`src/design/rbtf_pkg.sv`:
```
// Shared types, constants and arithmetic helpers for the range/bearing telegram formatter.
// Depends on nothing; every other design file imports it.
package rbtf_pkg;

   // Telegram format codes held in the format register.
   localparam logic [2:0] FMT_ASCII_CDEG = 3'd0;
   localparam logic [2:0] FMT_ASCII_MDEG = 3'd1;
   localparam logic [2:0] FMT_BCD_CDEG   = 3'd2;
   localparam logic [2:0] FMT_BCD_MDEG   = 3'd3;
   localparam logic [2:0] FMT_BCD_BEAR   = 3'd4;

   // Register indexes on the configuration port.
   localparam logic [1:0] CSR_FORMAT = 2'd0;
   localparam logic [1:0] CSR_STATUS = 2'd1;

   // Characters and marks used in the telegrams.
   localparam logic [7:0] CHAR_SPACE = 8'h20;
   localparam logic [7:0] CHAR_CR    = 8'h0D;
   localparam logic [7:0] CHAR_LF    = 8'h0A;
   localparam logic [7:0] END_MARK   = 8'hFF;
   localparam logic [3:0] ASCII_HI   = 4'h3;

   // Telegram sizes.
   localparam int unsigned TELE_MAX_BYTES = 17;
   localparam logic [4:0]  LEN_ASCII_CDEG = 5'd16;
   localparam logic [4:0]  LEN_ASCII_MDEG = 5'd17;
   localparam logic [4:0]  LEN_BCD_SHORT  = 5'd7;
   localparam logic [4:0]  LEN_BCD_BEAR   = 5'd9;

   // Saturation limits and bearing turn.
   localparam logic [16:0] RANGE_M_MAX  = 17'd99999;
   localparam logic [19:0] RANGE_DM_MAX = 20'd999999;
   localparam logic [12:0] BEAR_TURN    = 13'd1800;
   localparam logic [12:0] BEAR_FULL    = 13'd3600;

   // Input and result words.
   typedef struct packed {
      logic [19:0] range_dm;
      logic [18:0] azimuth_mdeg;
      logic [11:0] bearing_ddeg;
      logic        station_found;
   } req_word_type;

   typedef struct packed {
      logic [7:0] out_byte;
      logic       last_byte;
   } rsp_word_type;

   // Six decimal digits; entry 0 is the most significant digit.
   typedef logic [5:0][3:0] digits_type;

   // A finished telegram; byte 0 goes out first.
   typedef struct packed {
      logic [TELE_MAX_BYTES-1:0][7:0] bytes;
      logic [4:0]                     len;
   } tele_type;

   // Register load strobes for the conversion stages.
   typedef struct packed {
      logic s2_load;
      logic s3_load;
      logic s4_load;
   } pipe_ctrl_type;

   // Divide by ten through the reciprocal; exact for every 21-bit value.
   function automatic logic [17:0] div10(input logic [20:0] x);
      logic [40:0] p;
      p = 41'(x) * 41'd838861;
      return p[40:23];
   endfunction

   // Divide by one thousand through the reciprocal; quotient below 1000 for lane values.
   function automatic logic [9:0] div1000(input logic [19:0] x);
      logic [40:0] p;
      p = 41'(x) * 41'd1073742;
      return p[39:30];
   endfunction

   // Hundreds digit of a value below 1000, found by parallel compares.
   function automatic logic [3:0] hund_digit(input logic [9:0] x);
      logic [3:0] d;
      d = '0;
      for (int k = 1; k < 10; k++) begin
         if (x >= 10'(k * 100)) begin
            d = 4'(k);
         end
      end
      return d;
   endfunction

   // Tens digit of a value below 100.
   function automatic logic [3:0] tens_digit(input logic [6:0] x);
      logic [3:0] d;
      d = '0;
      for (int k = 1; k < 10; k++) begin
         if (x >= 7'(k * 10)) begin
            d = 4'(k);
         end
      end
      return d;
   endfunction

endpackage

```
`src/design/rbtf_digits.sv`:
```
// Binary to six decimal digits for one value lane, over three register stages.
// Depends on rbtf_pkg for the divide helpers and the stage load strobes.
module rbtf_digits import rbtf_pkg::*; (
   input  logic          clock,
   input  pipe_ctrl_type ctrl,
   input  logic [19:0]   value,
   output digits_type    digits
);

   logic [19:0] v2_ff;
   logic [19:0] v3_ff;
   logic [9:0]  hi3_ff;
   logic [9:0]  lo3;
   logic [3:0]  dh_in;
   logic [3:0]  dl_in;
   logic [3:0]  dh4_ff;
   logic [3:0]  dl4_ff;
   logic [6:0]  rh4_ff;
   logic [6:0]  rl4_ff;
   logic [3:0]  th;
   logic [3:0]  tl;

   // Stage 2 holds the value; its quotient by one thousand is taken on the way out.
   always_ff @(posedge clock) begin
      if (ctrl.s2_load) begin
         v2_ff <= value;
      end
      if (ctrl.s3_load) begin
         v3_ff  <= v2_ff;
         hi3_ff <= div1000(v2_ff);
      end
   end

   // Stage 3 splits both three-digit halves into a hundreds digit and a remainder.
   always_comb begin
      lo3   = 10'(v3_ff - 20'(hi3_ff) * 20'd1000);
      dh_in = hund_digit(hi3_ff);
      dl_in = hund_digit(lo3);
   end

   always_ff @(posedge clock) begin
      if (ctrl.s4_load) begin
         dh4_ff <= dh_in;
         dl4_ff <= dl_in;
         rh4_ff <= 7'(hi3_ff - 10'(dh_in) * 10'd100);
         rl4_ff <= 7'(lo3 - 10'(dl_in) * 10'd100);
      end
   end

   // Stage 4 finishes the tens and ones digits.
   always_comb begin
      th = tens_digit(rh4_ff);
      tl = tens_digit(rl4_ff);
      digits[0] = dh4_ff;
      digits[1] = th;
      digits[2] = 4'(rh4_ff - 7'(th) * 7'd10);
      digits[3] = dl4_ff;
      digits[4] = tl;
      digits[5] = 4'(rl4_ff - 7'(tl) * 7'd10);
   end

endmodule

```
`src/design/rbtf_serializer.sv`:
```
// Telegram output buffer: takes a whole telegram and hands it out one byte word at a time.
// Depends on rbtf_pkg for the telegram and result word types.
module rbtf_serializer import rbtf_pkg::*; (
   input  logic         clock,
   input  logic         reset,
   input  logic         tele_valid,
   input  tele_type     tele,
   output logic         tele_ready,
   output logic         rsp_valid,
   input  logic         rsp_stall,
   output rsp_word_type rsp_data
);

   logic [TELE_MAX_BYTES-1:0][7:0] bytes_ff;
   logic [4:0]                     left_ff;
   logic                           valid_ff;
   logic                           last;
   logic                           take;
   logic                           load;

   assign last       = (left_ff == 5'd1);
   assign take       = valid_ff && !rsp_stall;
   assign tele_ready = !valid_ff || (take && last);
   assign load       = tele_valid && tele_ready;

   // Control: the buffer is busy from load until its last word is taken.
   always_ff @(posedge clock) begin
      if (reset) begin
         valid_ff <= 1'b0;
         left_ff  <= '0;
      end else if (load) begin
         valid_ff <= 1'b1;
         left_ff  <= tele.len;
      end else if (take) begin
         valid_ff <= !last;
         left_ff  <= left_ff - 5'd1;
      end
   end

   // Payload shifts down one byte per word taken.
   always_ff @(posedge clock) begin
      if (load) begin
         bytes_ff <= tele.bytes;
      end else if (take) begin
         bytes_ff <= {8'h00, bytes_ff[TELE_MAX_BYTES-1:1]};
      end
   end

   assign rsp_valid          = valid_ff;
   assign rsp_data.out_byte  = bytes_ff[0];
   assign rsp_data.last_byte = last;

   // A busy buffer always has bytes left to send.
   a_busy_has_bytes: assert property (@(posedge clock) disable iff (reset)
      valid_ff |-> left_ff != 5'd0)
      else $error("telegram buffer busy with no bytes left");

   // A word taken that was not the last one leaves another word on offer.
   a_no_early_end: assert property (@(posedge clock) disable iff (reset)
      take && !last |=> valid_ff)
      else $error("telegram ended before its last byte");

endmodule

```
`src/design/range_bearing_telegram_formatter.sv`:
```
// Range/bearing position telegram formatter, top level.
// Depends on rbtf_pkg, rbtf_digits and rbtf_serializer.
//
// Each position word (range, azimuth, bearing, station flag) becomes one telegram of 16 or 17
// ASCII bytes (formats 0 and 1) or 7 or 9 packed BCD bytes (formats 2, 3 and 4), sent one
// byte word per cycle while the output is not stalled, with the last byte marked. From
// acceptance a word passes through one input register, three digit conversion stages and
// the output buffer before its first byte. The sustained rate is set by the single
// byte-wide output; up to four further words are held in the stages while a telegram drains.
// ASCII formats with no station, and unused format codes, produce no bytes. The configuration
// port is always ready; write it only while the block is empty.
module range_bearing_telegram_formatter import rbtf_pkg::*; (
   input  logic         clock,
   input  logic         reset,
   input  logic         req_valid,
   output logic         req_stall,
   input  req_word_type req_data,
   output logic         rsp_valid,
   input  logic         rsp_stall,
   output rsp_word_type rsp_data,
   input  logic         csr_valid,
   output logic         csr_ready,
   input  logic [1:0]   csr_index,
   input  logic [7:0]   csr_wdata
);

   logic [2:0]    fmt_ff;
   logic          status_ff;
   req_word_type  req_ff;
   logic          s1_valid_ff;
   logic          s2_valid_ff;
   logic          s3_valid_ff;
   logic          s4_valid_ff;
   logic          found2_ff;
   logic          found3_ff;
   logic          found4_ff;
   logic          s1_keep;
   logic          s1_free;
   logic          s2_free;
   logic          s3_free;
   logic          s4_free;
   logic          req_accept;
   logic          ser_ready;
   pipe_ctrl_type ctrl;
   logic [17:0]   az_cdeg;
   logic [17:0]   range_q;
   logic [16:0]   range_m;
   logic [19:0]   dm_sat;
   logic [12:0]   bear_sum;
   logic [11:0]   bear_rot;
   logic [19:0]   lane_a;
   logic [19:0]   lane_r;
   logic [19:0]   lane_b;
   digits_type    dig_a;
   digits_type    dig_r;
   digits_type    dig_b;
   tele_type      tele;
   logic          is_ascii;

   // Configuration registers.
   assign csr_ready = 1'b1;

   always_ff @(posedge clock) begin
      if (reset) begin
         fmt_ff    <= FMT_ASCII_CDEG;
         status_ff <= 1'b1;
      end else if (csr_valid && csr_ready) begin
         unique case (csr_index)
            CSR_FORMAT: fmt_ff    <= csr_wdata[2:0];
            CSR_STATUS: status_ff <= csr_wdata[0];
            default: ;
         endcase
      end
   end

   // Flow control: a stage moves on when the next one is free or frees up this cycle.
   assign is_ascii  = (fmt_ff == FMT_ASCII_CDEG) || (fmt_ff == FMT_ASCII_MDEG);
   assign s1_keep   = (fmt_ff <= FMT_BCD_BEAR) && !(is_ascii && !req_ff.station_found);
   assign s4_free   = !s4_valid_ff || ser_ready;
   assign s3_free   = !s3_valid_ff || s4_free;
   assign s2_free   = !s2_valid_ff || s3_free;
   assign s1_free   = !s1_valid_ff || !s1_keep || s2_free;
   assign req_stall = !s1_free;
   assign req_accept = req_valid && !req_stall;

   assign ctrl.s2_load = s1_valid_ff && s1_keep && s2_free;
   assign ctrl.s3_load = s2_valid_ff && s3_free;
   assign ctrl.s4_load = s3_valid_ff && s4_free;

   always_ff @(posedge clock) begin
      if (reset) begin
         s1_valid_ff <= 1'b0;
         s2_valid_ff <= 1'b0;
         s3_valid_ff <= 1'b0;
         s4_valid_ff <= 1'b0;
      end else begin
         if (s1_free) begin
            s1_valid_ff <= req_accept;
         end
         if (s2_free) begin
            s2_valid_ff <= ctrl.s2_load;
         end
         if (s3_free) begin
            s3_valid_ff <= ctrl.s3_load;
         end
         if (s4_free) begin
            s4_valid_ff <= ctrl.s4_load;
         end
      end
   end

   // Input register and the station flag that follows the word down the stages.
   always_ff @(posedge clock) begin
      if (req_accept) begin
         req_ff <= req_data;
      end
      if (ctrl.s2_load) begin
         found2_ff <= req_ff.station_found;
      end
      if (ctrl.s3_load) begin
         found3_ff <= found2_ff;
      end
      if (ctrl.s4_load) begin
         found4_ff <= found3_ff;
      end
   end

   // Stage 1 rescales: rounded centidegrees and metres, saturation, bearing turned half round.
   always_comb begin
      az_cdeg  = div10(21'(req_ff.azimuth_mdeg) + 21'd5);
      range_q  = div10(21'(req_ff.range_dm) + 21'd5);
      range_m  = (range_q > 18'(RANGE_M_MAX)) ? RANGE_M_MAX : range_q[16:0];
      dm_sat   = (req_ff.range_dm > RANGE_DM_MAX) ? RANGE_DM_MAX : req_ff.range_dm;
      bear_sum = 13'(req_ff.bearing_ddeg) + BEAR_TURN;
      bear_rot = (bear_sum >= BEAR_FULL) ? 12'(bear_sum - BEAR_FULL) : bear_sum[11:0];
      lane_a   = ((fmt_ff == FMT_ASCII_CDEG) || (fmt_ff == FMT_BCD_CDEG)) ?
                 20'(az_cdeg) : 20'(req_ff.azimuth_mdeg);
      lane_r   = ((fmt_ff == FMT_BCD_CDEG) || (fmt_ff == FMT_BCD_MDEG)) ?
                 20'(range_m) : dm_sat;
      lane_b   = 20'(bear_rot);
   end

   // Digit conversion, one lane each for azimuth, range and bearing.
   rbtf_digits u_digits_az (
      .clock  (clock),
      .ctrl   (ctrl),
      .value  (lane_a),
      .digits (dig_a)
   );

   rbtf_digits u_digits_range (
      .clock  (clock),
      .ctrl   (ctrl),
      .value  (lane_r),
      .digits (dig_r)
   );

   rbtf_digits u_digits_bear (
      .clock  (clock),
      .ctrl   (ctrl),
      .value  (lane_b),
      .digits (dig_b)
   );

   // Stage 4 lays the digits out as the selected telegram.
   always_comb begin
      tele.bytes = '0;
      tele.len   = '0;
      unique case (fmt_ff)
         FMT_ASCII_CDEG: begin
            for (int k = 0; k < 6; k++) begin
               tele.bytes[k] = {ASCII_HI, dig_r[k]};
            end
            tele.bytes[6] = CHAR_SPACE;
            for (int k = 0; k < 5; k++) begin
               tele.bytes[7 + k] = {ASCII_HI, dig_a[k + 1]};
            end
            tele.bytes[12] = CHAR_SPACE;
            tele.bytes[13] = {ASCII_HI, 3'b000, status_ff};
            tele.bytes[14] = CHAR_CR;
            tele.bytes[15] = CHAR_LF;
            tele.len       = LEN_ASCII_CDEG;
         end
         FMT_ASCII_MDEG: begin
            for (int k = 0; k < 6; k++) begin
               tele.bytes[k]     = {ASCII_HI, dig_r[k]};
               tele.bytes[7 + k] = {ASCII_HI, dig_a[k]};
            end
            tele.bytes[6]  = CHAR_SPACE;
            tele.bytes[13] = CHAR_SPACE;
            tele.bytes[14] = {ASCII_HI, 3'b000, status_ff};
            tele.bytes[15] = CHAR_CR;
            tele.bytes[16] = CHAR_LF;
            tele.len       = LEN_ASCII_MDEG;
         end
         FMT_BCD_CDEG, FMT_BCD_MDEG: begin
            if (fmt_ff == FMT_BCD_CDEG) begin
               tele.bytes[0] = {dig_a[1], dig_a[2]};
               tele.bytes[1] = {dig_a[3], dig_a[4]};
               tele.bytes[2] = {4'h0, dig_a[5]};
            end else begin
               tele.bytes[0] = {dig_a[0], dig_a[1]};
               tele.bytes[1] = {dig_a[2], dig_a[3]};
               tele.bytes[2] = {dig_a[4], dig_a[5]};
            end
            if (found4_ff) begin
               tele.bytes[3] = {dig_r[1], dig_r[2]};
               tele.bytes[4] = {dig_r[3], dig_r[4]};
               tele.bytes[5] = {4'h0, dig_r[5]};
               tele.bytes[6] = END_MARK;
            end
            tele.len = LEN_BCD_SHORT;
         end
         FMT_BCD_BEAR: begin
            tele.bytes[0] = {dig_a[0], dig_a[1]};
            tele.bytes[1] = {dig_a[2], dig_a[3]};
            tele.bytes[2] = {dig_a[4], dig_a[5]};
            if (found4_ff) begin
               tele.bytes[3] = {dig_r[0], dig_r[1]};
               tele.bytes[4] = {dig_r[2], dig_r[3]};
               tele.bytes[5] = {dig_r[4], dig_r[5]};
            end
            tele.bytes[6] = {dig_b[2], dig_b[3]};
            tele.bytes[7] = {dig_b[4], dig_b[5]};
            tele.bytes[8] = END_MARK;
            tele.len      = LEN_BCD_BEAR;
         end
         default: ;
      endcase
   end

   // Output buffer.
   rbtf_serializer u_serializer (
      .clock      (clock),
      .reset      (reset),
      .tele_valid (s4_valid_ff),
      .tele       (tele),
      .tele_ready (ser_ready),
      .rsp_valid  (rsp_valid),
      .rsp_stall  (rsp_stall),
      .rsp_data   (rsp_data)
   );

   // An accepted word always lands in the input register.
   a_accept_lands: assert property (@(posedge clock) disable iff (reset)
      req_accept |=> s1_valid_ff)
      else $error("accepted word lost at the input register");

   // A finished telegram waits while the output buffer is busy.
   a_tele_holds: assert property (@(posedge clock) disable iff (reset)
      s4_valid_ff && !ser_ready |=> s4_valid_ff)
      else $error("telegram dropped while output buffer busy");

   // Every telegram ends in a line feed, an end mark, or a blanked end mark.
   a_last_byte_kind: assert property (@(posedge clock) disable iff (reset)
      rsp_valid && rsp_data.last_byte |->
         rsp_data.out_byte == CHAR_LF || rsp_data.out_byte == END_MARK ||
         rsp_data.out_byte == 8'h00)
      else $error("telegram ends in an unexpected byte");

endmodule
```
`config.mk`:
```
export PLATFORM = sky130hd
export DESIGN_NAME = range_bearing_telegram_formatter
export DESIGN_NICKNAME = d
export VERILOG_FILES = /design/src/design/rbtf_pkg.sv /design/src/design/rbtf_digits.sv /design/src/design/rbtf_serializer.sv /design/src/design/range_bearing_telegram_formatter.sv
export SDC_FILE = /design/constraint.sdc
export NUM_CORES = 2
export LEC_CHECK = 0
export ABC_AREA = 0
export BUFFER_PORTS_ARGS = -buffer_cell sky130_fd_sc_hd__buf_2
export CAP_MARGIN = 20
export CORE_ASPECT_RATIO = 1.4
export CORE_UTILIZATION = 39
export DETAILED_ROUTE_END_ITERATION = 12
export GPL_ROUTABILITY_DRIVEN = 0
export PLACE_DENSITY = 0.51
export SLEW_MARGIN = 20
export SYNTH_ARGS = -nofsm -noshare
export SYNTH_HDL_FRONTEND = slang
export SYNTH_HIERARCHICAL = 1
export SYNTH_SLANG_ARGS = --single-unit
```
`constraint.sdc`:
```
create_clock -name clock -period 18 [get_ports clock]
set_input_delay 3.6 -clock clock [delete_from_list [all_inputs] [get_ports clock]]
set_output_delay 3.6 -clock clock [all_outputs]
set_load 0.05 [all_outputs]
```
==> reports/qor.csv <==
metric,value,unit
status,finished clean,
Worst Path Max Fanout,5,
post-cts sizing count,0,
most frequent cells in the layout,"inv_1, ha_1, fa_1",
Critical path origin,req_ff[16],
Clock transition at path regs,0.06,ns
Crit path top cell by count,fa_1,
Setup CP Type,register to register,
FF+latch area,11500,um^2
Critical R2R Capture,u_digits_az/v2_ff[16],
fin. max-slew vios,0,
met3 Usage GRT,1.43,%
worst skew pair latency,0.66,ns
HP Class,register to register,
# rows,158,
1st-pass router iterations,5,
met1 global-route usage,21.4,%
period utilization,55.4,%
CTS Root Cell,clkbuf_16,
Max clock buf depth,3,
FMAX,100,MHz
global-route wire length before repair,199000,um
clock buffer count from CTS,50,
DR DRC count,0,
DR vias,33692,
worst setup path endpoint,u_digits_az/v2_ff[16],
count of warnings emitted by yosys,6,
GRT Util Overall,18.7,%
final critical-path required period,9.97,ns
Port Buffers,72,
Slowest cell on crit path,nor3_1,
setup TNS,0,ns
Die ar.,136000,um^2
GRT Max-Usage Layer,met2,
multi-input logic area,36500,um^2
Core ar.,133000,um^2
Final setup viols,0,
FF-to-FF setup slack,8.03,ns
final net count,6641,
post-route ant nets,0,
Via density,4.96,
TritonCTS clock tree,done,
Max-Cap Viols,0,
reg2reg path depth,27,
Die Y,436,um
Layout fillers,12853,
IO Pins,79,
RSZ-0062 raised after global routing,false,
Final Hold Fails,0,
Detailed Route Iter0 Violations,1432,
clock sinks,387,
syn_area_per_cell,10.7,um^2
buffers inserted by post-CTS timing repair,0,
"commonest non-fill, non-tap cell in the layout",inv_1,
Mapped Cells,4902,
die width,312,um
Final HPWL DP,104000,um
starting density of the core,39.5,%
"Hold-fix buffers, CTS",0,
H-Tree Depth,2,
Worst EP required,18.42,ns
Worst Tran Pin Value,1.05,ns
vias in the first global route,36383,
routed len/inst,18.4,um
layout cells sized above 1,7.35,%
reg-to-reg startpoint,req_ff[16],
CP endpoint kind,register,
"Area growth, synth to finish",7.72,%
GR Overflow Total,0,
Critical Path AT,10.38,ns
Total Wirelength,125000,um
initial antenna violation count,0,
largest net degree at the start of global routing,64,
startpoint type of the worst setup path,register,
Rel. slew slack,30.3,%
met2 GRT Util,36.2,%
clock skew,0.0502,ns
area of the mapped netlist,52500,um^2
Crit path largest cell delay,0.83,ns
==> critical path, delay by kind of cell, from the launching register on <==
kind | cells | cell delay [ns]
fa+ha+maj | 8 | 3.47
xor+xnor | 1 | 0.68
flops | 1 | 0.43
simple gates | 5 | 1.50
buf+inv | 4 | 0.25
compound gates | 9 | 3.39
==> routing by layer <==
layer  vias to the layer above  share of wire, %  wire length (um)
li1                      16562                 -                 -
met1                     16588                41             50900
met3                       161               2.0              2500
met5                         -                 0                 0
met4                         0               3.2              4020
met2                       381                54             67400
==> sequential cells by signal, summed over array words and instances, names as in the netlist, 7 cells and up <==
register and flops:
u_digits_range/hi3_ff 10, req_ff 52, u_digits_az/hi3_ff 10, u_digits_az/v3_ff 10
u_digits_bear/v2_ff 20, u_digits_bear/hi3_ff 10, u_digits_range/rl4_ff 7, u_digits_range/rh4_ff 7
u_digits_range/v3_ff 10, u_digits_az/rl4_ff 7, u_serializer/bytes_ff 128, u_digits_bear/v3_ff 10
u_serializer/rsp_data 8, u_digits_range/v2_ff 20, u_digits_bear/rh4_ff 7, u_digits_az/rh4_ff 7
u_digits_az/v2_ff 20, u_digits_bear/rl4_ff 7
==> how the worst min path moves through the flow <==
stage / startpoint / end / slack (ns) / cells past startpoint
2_1_floorplan: found2_ff / found3_ff / 0.40 / 0
3_3_place_gp: u_digits_range/v3_ff[0] / u_digits_range/rl4_ff[0] / 0.40 / 0
3_5_place_dp: found3_ff / found4_ff / 0.41 / 0
4_1_cts: u_digits_range/v3_ff[1] / u_digits_range/rl4_ff[1] / 0.39 / 0
5_1_grt: u_digits_range/v3_ff[1] / u_digits_range/rl4_ff[1] / 0.42 / 0
6_report: u_digits_range/v3_ff[1] / u_digits_range/rl4_ff[1] / 0.39 / 0
==> area by class of cell <==
class                   count  area share, %
multi-input cells        3376           64.5
clock inverters            42          0.936
inverters                1082           7.18
well taps                1760           3.89
flip-flops and latches    387           20.3
repair buffers             93          0.916
clock buffers              52           2.23
diodes                      1        0.00442
==> through the flow <==
step	instance area (um^2)	utilization [%]	hold WS, ns	worst slack (ns)	cells
6_report	56600	42.5	0.389	8.03	6793
5_1_grt	56600	42.5	0.415	7.58	6792
4_1_cts	56500	42.5	0.386	7.87	6792
3_5_place_dp	54800	41.2	0.406	7.92	6698
3_3_place_gp	54800	41.2	0.403	7.86	6698
2_1_floorplan	52600	-	0.400	9.05	4936
Power is left out: the tool's default activity adds up to more than one toggle a clock period on the data nets, which glitch-free logic cannot reach.
